**src/sv/rmslm_pkg.sv**
```systemverilog
// Package with sizes, sequencer states and shared types of the RMS level meter.
`timescale 1ns / 1ps
package rmslm_pkg;

	localparam int MAX_SAMPLES = 65536;
	localparam int SAMPLE_BITS = 24;

	// field widths on the ports
	localparam int SAMPLE_W = 24;
	localparam int RMS_W    = 24;

	localparam int COUNT_W = $clog2(MAX_SAMPLES + 1);
	localparam int SQ_W    = 2 * SAMPLE_BITS - 1;
	localparam int SUM_W   = SQ_W + $clog2(MAX_SAMPLES);

	// divide then root: one quotient bit per step, one root bit per step
	localparam int DIV_STEPS  = SUM_W;
	localparam int SQRT_STEPS = (SUM_W + 1) / 2;
	localparam int ROOT_W     = SQRT_STEPS;
	localparam int WORK_W     = 2 * SQRT_STEPS;
	localparam int REM_W      = ROOT_W + 2;
	localparam int STEP_W     = $clog2(DIV_STEPS);

	localparam logic OP_ADD  = 1'b0;
	localparam logic OP_READ = 1'b1;

	typedef enum logic [2:0] {
		ST_IDLE,
		ST_SETTLE,
		ST_DIV,
		ST_SQRT,
		ST_DONE
	} seq_state_t;

	typedef struct packed {
		logic busy;
		logic done;
	} ds_stat_t;

	typedef struct packed {
		logic [RMS_W-1:0] rms;
		logic             empty_res;
		logic             overflowed;
	} rms_res_t;

endpackage

```
**src/sv/rms_level_meter.sv**
```systemverilog
// RMS level meter: sample accumulator, divide/root sequencer and result register.
// Add transaction: accepted every cycle while idle; square is registered, then accumulated.
// Read transaction: settle, SUM_W (63) divide and (SUM_W+1)/2 (32) root steps, output state;
//   no divide or root if empty. Result valid once output free; input not ready meanwhile.
// All steps share one compare-subtract unit; result register frees input unless a result waits.
// arst_n clears accumulator, count, drop flag, sequencer and output valid.
`timescale 1ns / 1ps
module rms_level_meter (
	input  logic        clk,
	input  logic        arst_n,
	input  logic        s_tvalid,
	output logic        s_tready,
	input  logic [23:0] s_tdata,   // [23:0] sample
	input  logic [0:0]  s_tuser,   // [0] operation
	output logic        m_tvalid,
	input  logic        m_tready,
	output logic [23:0] m_tdata,   // [23:0] rms
	output logic [1:0]  m_tuser    // [0] empty_res, [1] overflowed
);
	import rmslm_pkg::*;

	logic               in_acc;
	logic               add_en;
	logic               start;
	logic               clear_acc;
	logic               out_free;
	logic [SUM_W-1:0]   sum;
	logic [COUNT_W-1:0] count;
	logic               dropped;
	ds_stat_t           stat;
	rms_res_t           res;

	logic               m_vld_q;
	rms_res_t           m_res_q;

	assign s_tready = !stat.busy;
	assign in_acc   = s_tvalid && s_tready;
	assign add_en   = in_acc && (s_tuser[0] == OP_ADD);
	assign start    = in_acc && (s_tuser[0] == OP_READ);
	assign out_free = !m_vld_q || m_tready;

	rmslm_mac u_mac (
		.clk     (clk),
		.arst_n  (arst_n),
		.add_en  (add_en),
		.sample  (s_tdata),
		.clear   (clear_acc),
		.sum     (sum),
		.count   (count),
		.dropped (dropped)
	);

	rmslm_divsqrt u_ds (
		.clk       (clk),
		.arst_n    (arst_n),
		.start     (start),
		.sum       (sum),
		.count     (count),
		.dropped   (dropped),
		.out_free  (out_free),
		.clear_acc (clear_acc),
		.stat      (stat),
		.res       (res)
	);

	always_ff @(posedge clk or negedge arst_n) begin
		if (!arst_n)
			m_vld_q <= 1'b0;
		else if (stat.done)
			m_vld_q <= 1'b1;
		else if (m_tready)
			m_vld_q <= 1'b0;
	end

	always_ff @(posedge clk) begin
		if (stat.done)
			m_res_q <= res;
	end

	assign m_tvalid = m_vld_q;
	assign m_tdata  = m_res_q.rms;
	assign m_tuser  = {m_res_q.overflowed, m_res_q.empty_res};

endmodule

```
**src/sv/rmslm_mac.sv**
```systemverilog
// Sample squaring stage, sum-of-squares accumulator, sample counter and drop flag.
`timescale 1ns / 1ps
module rmslm_mac (
	input  logic                          clk,
	input  logic                          arst_n,
	input  logic                          add_en,
	input  logic [rmslm_pkg::SAMPLE_W-1:0] sample,
	input  logic                          clear,
	output logic [rmslm_pkg::SUM_W-1:0]   sum,
	output logic [rmslm_pkg::COUNT_W-1:0] count,
	output logic                          dropped
);
	import rmslm_pkg::*;

	logic [SAMPLE_BITS-1:0]   smp;
	logic [SAMPLE_BITS-1:0]   mag;
	logic [2*SAMPLE_BITS-1:0] prod;
	logic                     full;

	logic [SQ_W-1:0]    sq_s1;
	logic               sq_vld_s1;
	logic [SUM_W-1:0]   sum_q;
	logic [COUNT_W-1:0] count_q;
	logic               dropped_q;

	assign smp  = sample[SAMPLE_BITS-1:0];
	assign mag  = smp[SAMPLE_BITS-1] ? (~smp + 1'b1) : smp;
	assign prod = mag * mag;
	assign full = (count_q >= COUNT_W'(MAX_SAMPLES));

	always_ff @(posedge clk) begin
		sq_s1 <= prod[SQ_W-1:0];
	end

	always_ff @(posedge clk or negedge arst_n) begin
		if (!arst_n) begin
			sq_vld_s1 <= 1'b0;
			sum_q     <= '0;
			count_q   <= '0;
			dropped_q <= 1'b0;
		end else begin
			sq_vld_s1 <= add_en && !full;
			if (clear) begin
				sum_q     <= '0;
				count_q   <= '0;
				dropped_q <= 1'b0;
			end else begin
				if (sq_vld_s1)
					sum_q <= sum_q + SUM_W'(sq_s1);
				if (add_en) begin
					if (full)
						dropped_q <= 1'b1;
					else
						count_q <= count_q + 1'b1;
				end
			end
		end
	end

	assign sum     = sum_q;
	assign count   = count_q;
	assign dropped = dropped_q;

endmodule

```
**src/sv/rmslm_divsqrt.sv**
```systemverilog
// Sequencer with one shared compare-subtract unit: restoring divide, then digit-by-digit root.
`timescale 1ns / 1ps
module rmslm_divsqrt (
	input  logic                          clk,
	input  logic                          arst_n,
	input  logic                          start,
	input  logic [rmslm_pkg::SUM_W-1:0]   sum,
	input  logic [rmslm_pkg::COUNT_W-1:0] count,
	input  logic                          dropped,
	input  logic                          out_free,
	output logic                          clear_acc,
	output rmslm_pkg::ds_stat_t           stat,
	output rmslm_pkg::rms_res_t           res
);
	import rmslm_pkg::*;

	seq_state_t state_q, state_d;

	logic [WORK_W-1:0]  work_q;
	logic [REM_W-1:0]   rem_q;
	logic [ROOT_W-1:0]  root_q;
	logic [COUNT_W-1:0] div_q;
	logic [STEP_W-1:0]  step_q;
	logic               empty_q;
	logic               ovf_q;

	// shared unit
	logic [REM_W-1:0] op_a;
	logic [REM_W-1:0] op_b;
	logic [REM_W:0]   diff;
	logic             ge;

	always_comb begin
		if (state_q == ST_SQRT) begin
			op_a = {rem_q[REM_W-3:0], work_q[WORK_W-1 -: 2]};
			op_b = {root_q, 2'b01};
		end else begin
			op_a = REM_W'({rem_q[COUNT_W-1:0], work_q[SUM_W-1]});
			op_b = REM_W'(div_q);
		end
	end

	assign diff = {1'b0, op_a} - {1'b0, op_b};
	assign ge   = !diff[REM_W];

	always_ff @(posedge clk or negedge arst_n) begin
		if (!arst_n)
			state_q <= ST_IDLE;
		else
			state_q <= state_d;
	end

	always_comb begin
		state_d   = state_q;
		clear_acc = 1'b0;
		stat.busy = 1'b1;
		stat.done = 1'b0;
		unique case (state_q)
			ST_IDLE: begin
				stat.busy = 1'b0;
				if (start)
					state_d = ST_SETTLE;
			end
			ST_SETTLE: begin
				clear_acc = 1'b1;
				state_d   = (count == '0) ? ST_DONE : ST_DIV;
			end
			ST_DIV: begin
				if (step_q == STEP_W'(DIV_STEPS - 1))
					state_d = ST_SQRT;
			end
			ST_SQRT: begin
				if (step_q == STEP_W'(SQRT_STEPS - 1))
					state_d = ST_DONE;
			end
			ST_DONE: begin
				if (out_free) begin
					stat.done = 1'b1;
					state_d   = ST_IDLE;
				end
			end
			default: state_d = ST_IDLE;
		endcase
	end

	always_ff @(posedge clk) begin
		case (state_q)
			ST_SETTLE: begin
				work_q  <= WORK_W'(sum);
				div_q   <= count;
				empty_q <= (count == '0);
				ovf_q   <= dropped;
				rem_q   <= '0;
				root_q  <= '0;
				step_q  <= '0;
			end
			ST_DIV: begin
				// quotient bits shift in where dividend bits leave
				work_q <= WORK_W'({work_q[SUM_W-2:0], ge});
				if (step_q == STEP_W'(DIV_STEPS - 1)) begin
					step_q <= '0;
					rem_q  <= '0;
				end else begin
					step_q <= step_q + 1'b1;
					rem_q  <= ge ? diff[REM_W-1:0] : op_a;
				end
			end
			ST_SQRT: begin
				rem_q  <= ge ? diff[REM_W-1:0] : op_a;
				root_q <= {root_q[ROOT_W-2:0], ge};
				work_q <= {work_q[WORK_W-3:0], 2'b00};
				step_q <= step_q + 1'b1;
			end
			default: ;
		endcase
	end

	assign res.rms        = empty_q ? '0 : RMS_W'(root_q);
	assign res.empty_res  = empty_q;
	assign res.overflowed = ovf_q;

endmodule

```
**config.mk**
```make
export PLATFORM = sky130hd
export DESIGN_NAME = rms_level_meter
export DESIGN_NICKNAME = d
export VERILOG_FILES = /design/src/sv/rmslm_pkg.sv /design/src/sv/rms_level_meter.sv /design/src/sv/rmslm_mac.sv /design/src/sv/rmslm_divsqrt.sv
export SDC_FILE = /design/constraint.sdc
export NUM_CORES = 2
export LEC_CHECK = 0
export BUFFER_PORTS_ARGS = -buffer_cell sky130_fd_sc_hd__buf_2
export CAP_MARGIN = 15
export CORE_ASPECT_RATIO = 0.9
export CORE_UTILIZATION = 37
export DETAILED_ROUTE_END_ITERATION = 6
export HOLD_SLACK_MARGIN = 0.12
export PLACE_DENSITY = 0.5
export SYNTH_ARGS = -nofsm -noshare
export SYNTH_HDL_FRONTEND = slang
export SYNTH_HIERARCHICAL = 1
export SYNTH_SLANG_ARGS = --single-unit
```
**constraint.sdc**
```tcl
create_clock -name clk -period 8.6 [get_ports clk]
set_input_delay 2.58 -clock clk [delete_from_list [all_inputs] [get_ports clk]]
set_output_delay 2.58 -clock clk [all_outputs]
set_load 0.02 [all_outputs]
```
## Word-level counts from Yosys, hierarchy flattened

Index checks and enable logic that the tools add are counted.

- Divide/modulo/power cells: 0
- $lt $le $gt $ge: 1
- Bitwise logic cells: 2
- $add $sub $neg: 5
- Shifts and indexed selects: 0
- $mul: 1
- Mux-type cells: 29
- Reductions and logical operators: 19
- Equality and inequality tests: 11

Operators with widths:

| cell | count |
|---|---|
| $pmux 64 s3 | 1 |
| $mux 63 | 2 |
| $pmux 32 s3 | 1 |
| $mux 34 | 2 |
| $mux 32 | 2 |
| $pmux 32 s2 | 1 |
| $add 63x47->63 | 1 |
| $mux 17 | 3 |
| $mul 24x24->47 | 1 |
| $sub 34x34->35 | 1 |
| $add 24x1->24 const B | 1 |
| $mux 24 | 1 |
| $not 24->24 | 1 |
| $pmux 6 s3 | 1 |
| $add 17x1->17 const B | 1 |
| $ge 17x17->1 const B | 1 |
| $logic_not 17->1 | 1 |
| $mux 3 | 5 |
| $pmux 3 s5 | 1 |
| $reduce_bool 2->1 | 5 |
| $mux 1 | 8 |
| $add 6x1->6 const B | 1 |
| $eq 3x2->1 const B | 2 |
| $eq 6x5->1 const B | 1 |
| 14 further kinds | 23 |

- Memory bits (read-only): 0
- Register bits: 312
- Memory bits (writable): 0
- Word-level logic and storage cells: 85
- Memories kept: 0
- Input bits: 29
- Latch bits: 0

## Depth between registers and ports, before layout

- Depth after elaboration: 6
- Mapped depth: 38

## Hierarchy

Netlist, hierarchy kept.

By module, submodules not included:

| module | area an instance (um^2) | times used | sequential area each (um^2) | cells each |
|---|---|---|---|---|
| rmslm_mac | 23038.3 | 1 | 2972.9 | 2549 |
| rmslm_divsqrt | 9544.2 | 1 | 4669.5 | 970 |
| rms_level_meter | 843.3 | 1 | 805.8 | 32 |

## Least setup slack after synthesis

Ideal clock, no wire load.

- Path kind: input -> register
- From: in s_tdata[0]
- To: reg u_mac.sq_s1[46]
- Slack: -2.761 ns
- Stages on the path: 35
- Buffers on the path: 3
- Required time: 8.528 ns
- Arrival time: 11.289 ns
- Cell sequence: clkbuf_1 inv_1 clkbuf_1 ha_1 nor2b_1 nand3_1 or3_1 o31ai_1 xor2_1 inv_2 clkbuf_1 nand2_1 inv_1 fa_1 inv_1 fa_1 inv_1 fa_1 fa_1 fa_1 fa_1 inv_1 fa_1 inv_1 ha_1 a21o_1 a211oi_1 nand2_1 o31ai_1 a41oi_1 a221o_1 a221oi_2 o21bai_1 a21oi_1 xnor2_1

- Word-level cells in the longest chain between the ends: 4

RTL lines:

| item | RTL line | source |
|---|---|---|
| start: declaration | rms_level_meter.sv:13 | `input logic [23:0] s_tdata,` |
| $not 24->24 | rmslm_mac.sv:27 | `assign mag = smp[SAMPLE_BITS-1] ? (~smp + 1'b1) : smp;` |
| $add 24x1->24 | rmslm_mac.sv:27 |  |
| $mux 24 (*) | rmslm_mac.sv:27 |  |
| $mul 24x24->47 (*) | rmslm_mac.sv:28 | `assign prod = mag * mag;` |
| via u_mac.prod[46] | rmslm_mac.sv:17 | `logic [2*SAMPLE_BITS-1:0] prod;` |
| end signal: assignment | rmslm_mac.sv:32 | `sq_s1 <= prod[SQ_W-1:0];` |
| end: declaration | rmslm_mac.sv:20 | `logic [SQ_W-1:0] sq_s1;` |

The timed path passes the listed nets; every way through them passes the cells marked *.
A chain may end at the register's enable or synchronous reset.

## Worst setup path after layout

- From: in s_tdata[8]
- To: reg u_mac.sq_s1[46]

The elaborated chain is that of the path after synthesis.

==> run metrics <==
DRC Markers=0; initial antenna violation count=1; Initial Utilization=0.374; Synth cell types=92; Min Hold Slack=0.430 ns; violated checks=negative setup slack; Worst Path Max Fanout=7; layout cells sized above 1=0.194; IO Count=57; Max Cap Viol=0; CTS tree=done; Clock Tree Root=clkbuf_16; Critical Path RT=9.07 ns; area grow syn2layout=21.9%; CP Capture Type=flip-flop; Worst Skew=0.0209 ns; RSZ-0062 raised after global routing=yes; Antenna Violating Nets Remaining=0; Vias=25300; DRT iter0 DRCs=1358; syn_area_per_cell=roughly 9.4 um2; ant diodes=0; Die W=between 300 and 400 um; crit path DAT=10.63 ns; DRT Pass-1 Iters=5; gr ovfl total=0; EDFF count, synth=approximately 180; gp weighted congestion=0.850; Max Root-Sink Buffers=3; final core occ=0.456; Top FF cell, synth=edfxtp_1; number of placement rows=104; period utilization=1.18; nets=4687; minimum clock period=about 10 ns; area of the die=0.0915 mm2; CP max stage cell=fa_1; Synth warnings=6; sequential fraction of the synthesis area=0.253; final wirelength=85800 um; Synth area leaders=fa_1 25%, edfxtp_1 16%, ha_1 9.4%, inv_1 7.1%, dfrtp_1 6.4%; Yosys top cell area share=0.254; slew margin rel.=0.241; area leader, netlist=fa_1; Setup crit start kind=input pin; largest net degree at the start of global routing=83; gr usage total=0.190; actual slew at the worst max-slew pin=1.14 ns; core area=0.0894 mm2; #FFs+latches synth=311; CP delay by family, top=adder cells; endpoints failing setup=31; I/O Buffers=56; Syn Std Cell Area=0.0334 mm2; Setup CP Type=in2reg; number of global-route vias before repair=25800; Vias/cell=4.89; worst skew pair latency=0.55 ns; final hold viol count=0; most used cell, CP=fa_1; final setup margin=-1.57 ns; Syn Inst Count=around 3600; fmax=98.4 MHz; hold crit path type=reg2reg; DP HPWL=68800 um; first-pass GRT wire length=139000 um; outcome=finished, violations left; Sink Count=311; Slew Limit Fails=0; htree depth=2; CP bufs+invs=6; CTS Hold Bufs=0; clock-pin slew on the worst setup and hold paths=0.06 ns; wire per inst=16.6 um; worst stage delay on the critical path=0.53 ns; asr flop ratio synth=0.277; Num CTS Buffers=35; Die Y=287 um
## final cells by class
class                      count  area [um2]
fill                        8681       48700
multi-input combinational   2488       23200
sequential                   311        8450
timing repair buffer         512        3980
inverter                     636        2410
tap                         1166        1460
clock buffer                  49        1010
clock inverter                14         194
## kinds of logic after synthesis
| family | Yosys count | synth area share |
|---|---|---|
| compound gates | 579 | 0.110 |
| other cells | 2 | 0.000225 |
| fa+ha+maj | 674 | 0.348 |
| simple gates | 950 | 0.128 |
| flops | 311 | 0.253 |
| buf+inv | 767 | 0.0871 |
| mux | 101 | 0.0304 |
| xor+xnor | 167 | 0.0438 |
## cells in the final DEF (no fill, tap or decap), types with 11 or more instances in the layout
cell and instances:
inv_1 605, fa_1 417, buf_4 416, nand2_1 343
nor2_1 264, ha_1 236, edfxtp_1 179, a21oi_1 146
o21ai_0 131, xnor2_1 98, mux2i_1 97, a21o_1 96
dfrtp_1 84, and2_1 55, nand3_1 54, buf_2 52
xor2_1 52, dfxtp_1 46, nor2b_1 39, clkbuf_16 38
buf_6 33, inv_2 25, nor3_1 24, o21ai_1 23
nand4_1 22, and3_1 20, nand2b_1 20, o21a_1 19
a211oi_1 19, conb_1 17, nor2_2 14, a21oi_2 13
a31oi_1 12, nand2_4 12, buf_12 11
## state kept, by name, indices dropped and copies added, names as in the netlist, 17 cells and up
register,flops
m_tdata,24
u_ds/div_q,17
u_ds/rem_q,32
u_ds/root_q,32
u_ds/work_q,64
u_mac/count,17
u_mac/sq_s1,46
u_mac/sum,63
## timing repair
item / CTS / global route
setup buffers: 36 / 18
pin swaps: 72 / 60
gates resized for setup: 142 / 91
setup endpoints to repair: 33 / 33
## metrics by stage
stage / instances / instance area (um2) / TNS (ns) / worst slack (ns)
2_1_floorplan: 3566 / 33800 / -33.93 / -1.75
3_3_place_gp: 5064 / 38200 / -59.09 / -2.31
3_5_place_dp: 5064 / 38200 / -60.46 / -2.39
4_1_cts: 5160 / 40200 / -27.37 / -1.51
5_1_grt: 5176 / 40700 / -36.54 / -1.87
6_report: 5176 / 40700 / -28.77 / -1.57
## synth_stat cells (60+ instances only)
library cell / instances
edfxtp_1: 179
dfrtp_1: 86
xnor2_1: 107
ha_1: 250
mux2i_1: 97
fa_1: 424
a21oi_1: 162
nor2_1: 283
xor2_1: 60
clkbuf_1: 108
a21o_1: 96
nand2_1: 365
o21ai_0: 150
inv_1: 631
## metal layers
metal	GRT usage	vias to the layer above	part of all wire
li1	-	12400	-
met1	0.278	12500	0.49
met2	0.304	384	0.46
met3	0.0233	78	0.038
met4	0.0360	2	0.015
met5	0	-	0.00014
## final timing paths
check                      slack (ns)              end             from  cells past startpoint
min reg2reg                      0.43       m_tuser[1]       u_ds/ovf_q                      0
max reg2reg                      3.39   u_ds/rem_q[27]  u_ds/state_q[1]                     15
max                             -1.57  u_mac/sq_s1[46]       s_tdata[8]                     32
min                              0.43       m_tuser[1]       u_ds/ovf_q                      0
min in group asynchronous        1.96  u_ds/state_q[0]           arst_n                      1
max in group asynchronous        5.44     u_mac/sum[2]           arst_n                      2
Power is not shown: default switching activity piles up to over one toggle a cycle in this logic, so the estimate is an artifact.
